===== config.mk =====
export PLATFORM = sky130hd
export DESIGN_NAME = rpd_divider
export DESIGN_NICKNAME = d
export VERILOG_FILES = /design/src/rpd_pkg.sv /design/src/rpd_divider.sv
export SDC_FILE = /design/constraint.sdc
export NUM_CORES = 1
export LEC_CHECK = 0
export CELL_PAD_IN_SITES_DETAIL_PLACEMENT = 0
export CELL_PAD_IN_SITES_GLOBAL_PLACEMENT = 1
export CORE_ASPECT_RATIO = 1.2
export CORE_MARGIN = 3
export CORE_UTILIZATION = 50
export DETAILED_ROUTE_END_ITERATION = 7
export DONT_BUFFER_PORTS = 1
export PLACE_DENSITY = 0.87
export SLEW_MARGIN = 10
export SYNTH_ARGS = -nofsm -noshare
export SYNTH_HDL_FRONTEND = slang
export SYNTH_SLANG_ARGS = --single-unit

===== constraint.sdc =====
create_clock -name clk -period 3.25 [get_ports clk]
set_clock_uncertainty 0.05 [all_clocks]
set_input_delay 0 -clock clk [delete_from_list [all_inputs] [get_ports clk]]
set_output_delay 0 -clock clk [all_outputs]
set_load 0.005 [all_outputs]

===== src/rpd_pkg.sv =====
// Shared constants, field widths and sequencer states of the random permutation drawer.
package rpd_pkg;

  localparam int POOL_SIZE_DEF = 1024;
  localparam int SIZE_W        = 11;
  localparam int SIZE_RESET    = 64;
  localparam int RAND_W        = 31;
  localparam int VALUE_W       = 10;
  localparam int POS_W         = 10;
  localparam int IN_TDATA_W    = 32;
  localparam int OUT_TDATA_W   = 24;
  localparam int OUT_PAD_W     = OUT_TDATA_W - VALUE_W - POS_W - 1;
  localparam int IN_PAD_W      = IN_TDATA_W - RAND_W;
  localparam int STEP_W        = $clog2(RAND_W + 1);

  localparam logic KIND_START = 1'b0;
  localparam logic KIND_DRAW  = 1'b1;

  typedef enum logic [2:0] {
    S_FILL,
    S_IDLE,
    S_DIV,
    S_READ,
    S_EMIT,
    S_SHRD,
    S_SHWR
  } state_t;

endpackage


===== src/rpd_divider.sv =====
// Bit-serial restoring remainder unit: one dividend bit per cycle.
module rpd_divider
  import rpd_pkg::*;
#(
  parameter int CW = 11
) (
  input  logic              clk,
  input  logic              rst,
  input  logic              start,
  input  logic [RAND_W-1:0] dividend,
  input  logic [CW-1:0]     divisor,
  output logic              done,
  output logic [CW-1:0]     remainder
);

  logic              busy;
  logic [STEP_W-1:0] step;
  logic [RAND_W-1:0] dvd;
  logic [CW-1:0]     dvs;
  logic [CW-1:0]     rem_r;
  logic [CW-1:0]     rem_next;
  logic [CW:0]       trial;

  // The partial remainder stays below the divisor, so one extra bit holds the trial value.
  always_comb begin
    trial = {rem_r, dvd[RAND_W-1]};
    if (trial >= {1'b0, dvs}) begin
      rem_next = CW'(trial - {1'b0, dvs});
    end else begin
      rem_next = trial[CW-1:0];
    end
  end

  always_ff @(posedge clk) begin
    if (rst) begin
      busy <= 1'b0;
      done <= 1'b0;
    end else begin
      done <= 1'b0;
      if (start) begin
        busy <= 1'b1;
      end else if (busy && step == STEP_W'(RAND_W - 1)) begin
        busy <= 1'b0;
        done <= 1'b1;
      end
    end
  end

  always_ff @(posedge clk) begin
    if (start) begin
      dvd   <= dividend;
      dvs   <= divisor;
      rem_r <= '0;
      step  <= '0;
    end else if (busy) begin
      dvd   <= dvd << 1;
      rem_r <= rem_next;
      step  <= step + STEP_W'(1);
    end
  end

  assign remainder = rem_r;

endmodule


==> results by group, run 1 <==
Outcome
  • Status: finished clean

Setup path
  • Crit path DAT: ~3.0 ns
  • Critical Path Sink: remainder[6]
  • Reg2reg start: dvd[30]
  • WS Path Type: register to register
  • Worst-case reg-to-reg path depth: 9
  • Worst setup startpoint: dvd[30]
  • Buffers plus inverters on the worst setup path: 1
  • Cell Chain, Critical Path: inv_1 -> ha_1 -> fa_1 -> and2b_1 -> o22ai_2 -> a211o_2 -> and2_1 -> or3b_1 -> a311oi_2
  • R2R Path End: remainder[6]
  • Worst Path Max Fanout: 9
  • CP max stage delay: 0.41 ns
  • Critical path depth: 9
  • Worst setup SP type: register
  • Worst R2R Setup Slack: 0.50 ns
  • CP required: ~3.5 ns
  • Slowest CP cell: or3b_1
  • Critical path's top delay family: simple AND/OR/NAND/NOR gates
  • Crit. End Element: register

Layout
  • Layout cell share with drive strength beyond 1: 0.1683
  • Area grow syn2layout: 25.61%
  • Antenna cells: 0
  • Fin nets: ~360
  • Final Non-Filler Cells: 383
  • Util after Layout: 0.6530
  • Finished Cell Area: 3701 um^2

STA
  • Setup violators final: 0
  • Max-slew violations: 0
  • Tightest Pin Transition: 1.141 ns
  • RSZ-0062 raised after global routing: false
  • Worst Slack Setup Final: 0.5041 ns
  • Final hold vios: 0
  • Final setup TNS: 0 ns
  • Fmax: 364.2 MHz
  • Tcrit/Tclk final: 0.8449
  • Slew headroom: 0.2383
  • Post-route minimum period: 2.746 ns

Yosys
  • Netlist cell types: 45
  • Synthesized instance count: 247
  • Synthesized area: ~2900 um^2
  • Synth top area cells: edfxtp_1 (43%), dfxtp_1 (12%), mux2_2 (11%)
  • Top-count cell post-synth: edfxtp_1
  • Post-synth top cells: edfxtp_1 (42), mux2_2 (30), nor2_1 (19)
  • EDFF count, synth: 42
  • Top FF cell, synth: edfxtp_1
  • Async SR Flop Fraction: 0
  • Seq cells post-synth: 60
  • Warnings, synthesis: 0
  • Post-synthesis average cell area: 11.93 um^2
  • Post-synth top area share: 0.4280
  • Mapped Nets: 306
  • Area leader, netlist: edfxtp_1
  • Post-synthesis sequential area ratio: 0.5503

Clock tree
  • CTS buffer count: 9
  • Clock insertion delay at the later pin of the skew report: between 0.3 and 0.4 ns
  • CTS Buffer Depth: 2
  • CTS tree: done
  • Clock transition at path regs: 0.07 ns
  • Cts repair resizes: 0
  • CTS Sinks: 60
  • Clk root buf: clkbuf_8
  • CTS H-tree depth: 3

Placement
  • Buffers on Ports: 0
  • Dpl ws: 0.5327 ns
  • Placement Cell Area: 3013 um^2
  • Placed Cells: 320
  • Post-DP HPWL: 3.791 mm
  • Routability-driven placement congestion ratio: 0.8813

Worst hold path
  • Hold depth: 2
  • HP Class: input pin to register
  • Min-delay src: start

Power
  • NetSw: 451.8 uW
  • Comb power frac: 0.130
  • PwrDens: 492.7 nW/um^2
  • Internal power: 1.372 mW
  • Leak pwr: 1.439 nW
  • Clock power frac: 0.366
  • Seq pwr share: 0.505
  • VDD IR max: 0.3180 mV
  • Switching share of total power: 0.2478

Drt
  • Final WL: 6.108 mm
  • DRC viols: 0
  • Pre-antenna DRT Iters: 5
  • Via Count: 2024
  • ANT nets after route: 0
  • Routed WL per cell: 15.95 um
  • Vias per Instance: 5.285
  • Initial DRC count: ~140

GRT
  • Met3 Track Usage GR: 0.05110
  • Met1 global-route usage: 0.2248
  • Vias in the first global route: 2056
  • Largest net degree at the start of global routing: between 50 and 60
  • First-pass GRT wire length: 10.10 mm
  • GRT Total Usage: 0.1888
  • Routing usage on met2: 0.3114
  • GRT overflow: 0
  • Layer with the highest usage: met2
  • Initial antenna violation count: 0

Die
  • DIE AREA: 6854 um^2
  • Starting density of the core: 0.5199
  • Rows: 30
  • Core footprint: ~5700 um^2
  • IO Count: 57
  • Die H: 90.10 um
  • Die extent in x: 76.08 um

Run
  • Max_cap viols: 0
==> power groups by stage <==
stage	clock [mW]	sequential [mW]	combinational [mW]
after global placement	0	0.935	0.172
after global routing	0.712	0.928	0.263
after detailed placement	0	0.936	0.175
after floorplan	0	0.923	0.155
after CTS	0.682	0.919	0.234
final	0.667	0.920	0.237
==> worst min path at each step <==
stage          endpoint  slack [ns]
2_1_floorplan      busy        0.02
3_3_place_gp       busy        0.02
3_5_place_dp       busy        0.03
4_1_cts            done        0.01
5_1_grt            done        0.02
6_report           done        0.01
==> area by class of cell <==
| class | count | area (um^2) |
|---|---|---|
| clock inverters | 7 | 76.32 |
| well taps | 80 | 100.1 |
| clock buffers | 9 | 123.9 |
| flip-flops and latches | 60 | 1622 |
| fillers | 467 | 1967 |
| inverters | 18 | 67.56 |
| multi-input cells | 162 | 1224 |
| repair buffers | 47 | 488.0 |
==> logic make-up (layout without fill, tap and decap cells) <==
kind of cell / after synthesis / in the layout / synth area share
XOR/XNOR: 8 / 8 / 0.02378
flip-flops: 60 / 60 / 0.5503
adder cells (fa/ha/maj): 14 / 14 / 0.06200
AND/OR/NAND/NOR: 58 / 58 / 0.09342
multiplexers: 32 / 32 / 0.1214
AO/OA/AOI/OAI: 50 / 50 / 0.1147
buffers and inverters: 25 / 81 / 0.03439
==> cell usage in the layout (no fill, tap or decap), types with 3 or more instances in the layout <==
master	Yosys	routed
clkbuf_8	0	9
a21oi_1	12	12
o21ai_0	15	15
clkinv_4	0	3
dfxtp_1	18	18
edfxtp_1	42	42
nor2_1	19	19
nor3_1	5	5
dlygate4sd3_1	0	46
mux2_2	30	30
inv_1	18	18
xor2_1	5	5
nand2_1	15	15
ha_1	13	13
nand4_1	5	5
xnor2_1	3	3
a211oi_1	3	3
o21a_1	3	3
==> state kept, by name, summed over array words and instances, names as in the netlist <==
| register | count |
|---|---|
| busy | 1 |
| dvd | 31 |
| remainder | 11 |
| dvs | 11 |
| done | 1 |
| step | 5 |
==> routing by layer <==
metal  vias to the layer above  routed length, um
met5                         -                  0
met4                         0                166
met3                        16                372
met2                        59               3031
met1                       937               2538
li1                       1012                  -
==> stage by stage <==
step | total power [mW] | hold WS [ns]
after floorplan | 1.079 | 0.02238
after global placement | 1.107 | 0.02480
after detailed placement | 1.111 | 0.02748
after CTS | 1.835 | 0.01221
after global routing | 1.903 | 0.01760
final | 1.824 | 0.01038
==> what timing repair did <==
action | 4_1_cts | 5_1_grt
endpoints found under the hold margin | 70 | 0
setup buffers | 0 | 0
hold buffers | 47 | 0
Note: power is estimated with default switching activity, not from simulation.
==> run 2, diff against run 1 <==
- ABC_AREA: unset -> 1
- CORE_UTILIZATION: 50 -> 42
- PLACE_DENSITY: 0.87 -> 0.83
- clock period: 3.25 -> 2.5 ns (I/O delays scaled with it)
==> run 2 against run 1 <==
Effect of this change:
- worst setup slack lost 0.057 ns
- core utilization shrank 11 points
- area after synthesis is 12% higher
- synthesized cell count up 61%
- count of clock-buffer cells in the layout up 2
- sequential power rose by 28%
- design area is 10% higher
- register-to-register slack worse by 0.06 ns
- final cell count grew 41%
- die area increased by 31%
- combinational power grew 28%
- sequential share of layout area fell by 4.0 points
==> results by group, run 2 <==
Die
  • Starting density of the core: 0.4449
  • Die extent in x: 87.07 um
  • Core footprint: 7445 um^2
  • DIE AREA: 8992 um^2
  • Die H: 103.3 um
  • Rows: 34
  • IO Count: 57

Outcome
  • Status: finished clean

Yosys
  • Top FF cell, synth: edfxtp_1
  • Async SR Flop Fraction: 0
  • Post-synth top area share: 0.3808
  • Synth top area cells: edfxtp_1 (38%), nand2_1 (17%), dfxtp_1 (11%)
  • EDFF count, synth: 42
  • Seq cells post-synth: 60
  • Post-synth top cells: nand2_1 (154), inv_1 (53), edfxtp_1 (42)
  • Netlist cell types: 30
  • Warnings, synthesis: 0
  • Synthesized instance count: 398
  • Post-synthesis sequential area ratio: 0.4896
  • Top-count cell post-synth: nand2_1
  • Area leader, netlist: edfxtp_1
  • Mapped Nets: 457
  • Synthesized area: 3312 um^2
  • Post-synthesis average cell area: 8.321 um^2

GRT
  • First-pass GRT wire length: 12.40 mm
  • GRT overflow: 0
  • Largest net degree at the start of global routing: 46
  • Initial antenna violation count: 0
  • GRT Total Usage: 0.1783
  • Vias in the first global route: about 2700

Layout
  • Util after Layout: 0.5467
  • Fin nets: 503
  • Layout cell share with drive strength beyond 1: 0.1203
  • Register area: 1622 um^2
  • Footprint of the multi-input gates: ~1400 um^2
  • Most frequent cells in the layout: nand2_1 (154), inv_1 (53), dlygate4sd3_1 (45)
  • Final Non-Filler Cells: 539
  • Filler cell count: 668
  • Commonest non-fill, non-tap cell in the layout: nand2_1
  • Most flops, register: dvd
  • Max reg flops: 31
  • Area grow syn2layout: 22.89%
  • Antenna cells: 0

Clock tree
  • Cts repair resizes: 0
  • CTS H-tree depth: 3
  • Post-CTS Repair Setup Buffers: 0
  • CTS Sinks: 60
  • Clk root buf: clkbuf_8
  • Clock insertion delay at the later pin of the skew report: between 0.3 and 0.4 ns
  • CTS Buffer Depth: 2
  • Hold buffers post-CTS: 46
  • CTS buffer count: 9
  • CTS tree: done
  • Clock transition at path regs: 0.07 ns

STA
  • Max-slew violations: 0
  • RSZ-0062 raised after global routing: false
  • Tcrit/Tclk final: 0.8213
  • Worst Slack Setup Final: ~0.45 ns
  • Tightest Pin Transition: 0.9042 ns
  • Setup violators final: 0
  • Post-route minimum period: 2.053 ns
  • Slew headroom: 0.3966
  • Fmax: 487.0 MHz
  • Final setup TNS: 0 ns
  • Final hold vios: 0

Setup path
  • Worst Path Max Fanout: 12
  • Crit path DAT: between 2 and 2.5 ns
  • Worst setup SP type: register
  • Worst R2R Setup Slack: 0.45 ns
  • Slowest CP cell: fa_1
  • CP required: roughly 2.7 ns
  • Critical Path Sink: remainder[8]
  • Worst-case reg-to-reg path depth: 13
  • Most common cell on crit path: nand2_2
  • Worst setup startpoint: dvd[30]
  • Cell Chain, Critical Path: inv_1 -> ha_1 -> fa_1 -> inv_2 -> nand2_2 -> nand2_2 -> nand2_2 -> nand2_2 -> nand2_4 -> nand3_4 -> nand3_2 -> nand3_1 -> nand2_1
  • R2R Path End: remainder[8]
  • WS Path Type: register to register
  • CP max stage delay: roughly 0.42 ns
  • Crit. End Element: register
  • Reg2reg start: dvd[30]

Drt
  • Via Count: 2589
  • Vias per Instance: 4.803
  • Initial DRC count: between 100 and 150
  • Final WL: 7.225 mm
  • ANT nets after route: 0
  • Routed WL per cell: between 10 and 15 um
  • Pre-antenna DRT Iters: 4
  • DRC viols: 0

Placement
  • Routability-driven placement congestion ratio: 0.9132
  • Buffers on Ports: 0
  • Post-DP HPWL: between 4 and 5 mm
  • Placed Cells: 477
  • Dpl ws: 0.4592 ns

Power
  • PwrDens: 625.1 nW/um^2
  • Leak pwr: 1.946 nW
  • VDD IR max: 0.4192 mV

Run
  • Max_cap viols: 0

Worst hold path
  • HP Class: input pin to register
==> run 2: cell types whose count changed in the layout (fill, tap and decap cells not counted), sizes merged, moves of 5 or more <==
cell	delta
a21oi	-5
inv	+41
mux2	-30
nand2	+155
nand3	+26
nand4	+10
o21ai	-7
==> run 2: kinds of logic (layout without fill, tap and decap cells) <==
family / count (synthesis) / count (layout) / synth area share
compound gates: 16 / 16 / 0.02796
simple gates: 232 / 232 / 0.3230
buf+inv: 73 / 124 / 0.09634
flops: 60 / 60 / 0.4896
fa+ha+maj: 14 / 14 / 0.05516
xor+xnor: 3 / 3 / 0.007935
==> run 2: worst min path at each step <==
stage	depth (start not counted)	slack [ns]	endpoint	startpoint
5_1_grt	1	0.22	dvs[8]	divisor[8]
3_5_place_dp	1	0.03	busy	rst
3_3_place_gp	1	0.02	busy	rst
4_1_cts	1	0.22	dvs[4]	divisor[4]
6_report	1	0.24	dvs[3]	divisor[3]
2_1_floorplan	1	0.02	busy	rst
==> run 2: layout make-up <==
cell class / instances / share of cell area
Sequential cell: 60 / 0.3984
Multi-Input combinational cell: 265 / 0.3369
Timing Repair Buffer: 48 / 0.1223
Inverter: 60 / 0.05533
Clock buffer: 11 / 0.03474
Tap cell: 90 / 0.02767
Clock inverter: 5 / 0.02459
==> run 2: power by group <==
group	switching, mW	internal, mW	total [mW]
logic	0.175	0.129	0.304
registers	0.0269	1.15	1.18
clock network	0.377	0.686	1.06
==> run 2: layer usage <==
| metal | share of wire | track usage | vias up | wire length (um) |
|---|---|---|---|---|
| met5 | 0 | 0 | - | 0 |
| met3 | 0.043 | 0.04992 | 12 | 310 |
| met2 | 0.51 | 0.3139 | 57 | 3664 |
| met4 | 0.018 | 0.06235 | 0 | 130 |
| li1 | - | - | 1359 | - |
| met1 | 0.43 | 0.2077 | 1161 | 3119 |
==> run 2: stage by stage <==
stage,power (mW),hold slack [ns],instance area [um^2]
floorplan,1.384,0.02238,3312
global placement,1.425,0.02353,3358
detailed placement,1.431,0.02755,3358
CTS,2.567,0.2189,4070
global route,2.666,0.2206,4070
finish,2.544,0.2444,4070
==> run 2: critical path: cells and delay by family (launching register included) <==
family | cells | cell delay [ns]
flops | 1 | 0.32
fa+ha+maj | 2 | 0.64
buf+inv | 2 | 0.14
simple gates | 9 | 0.79
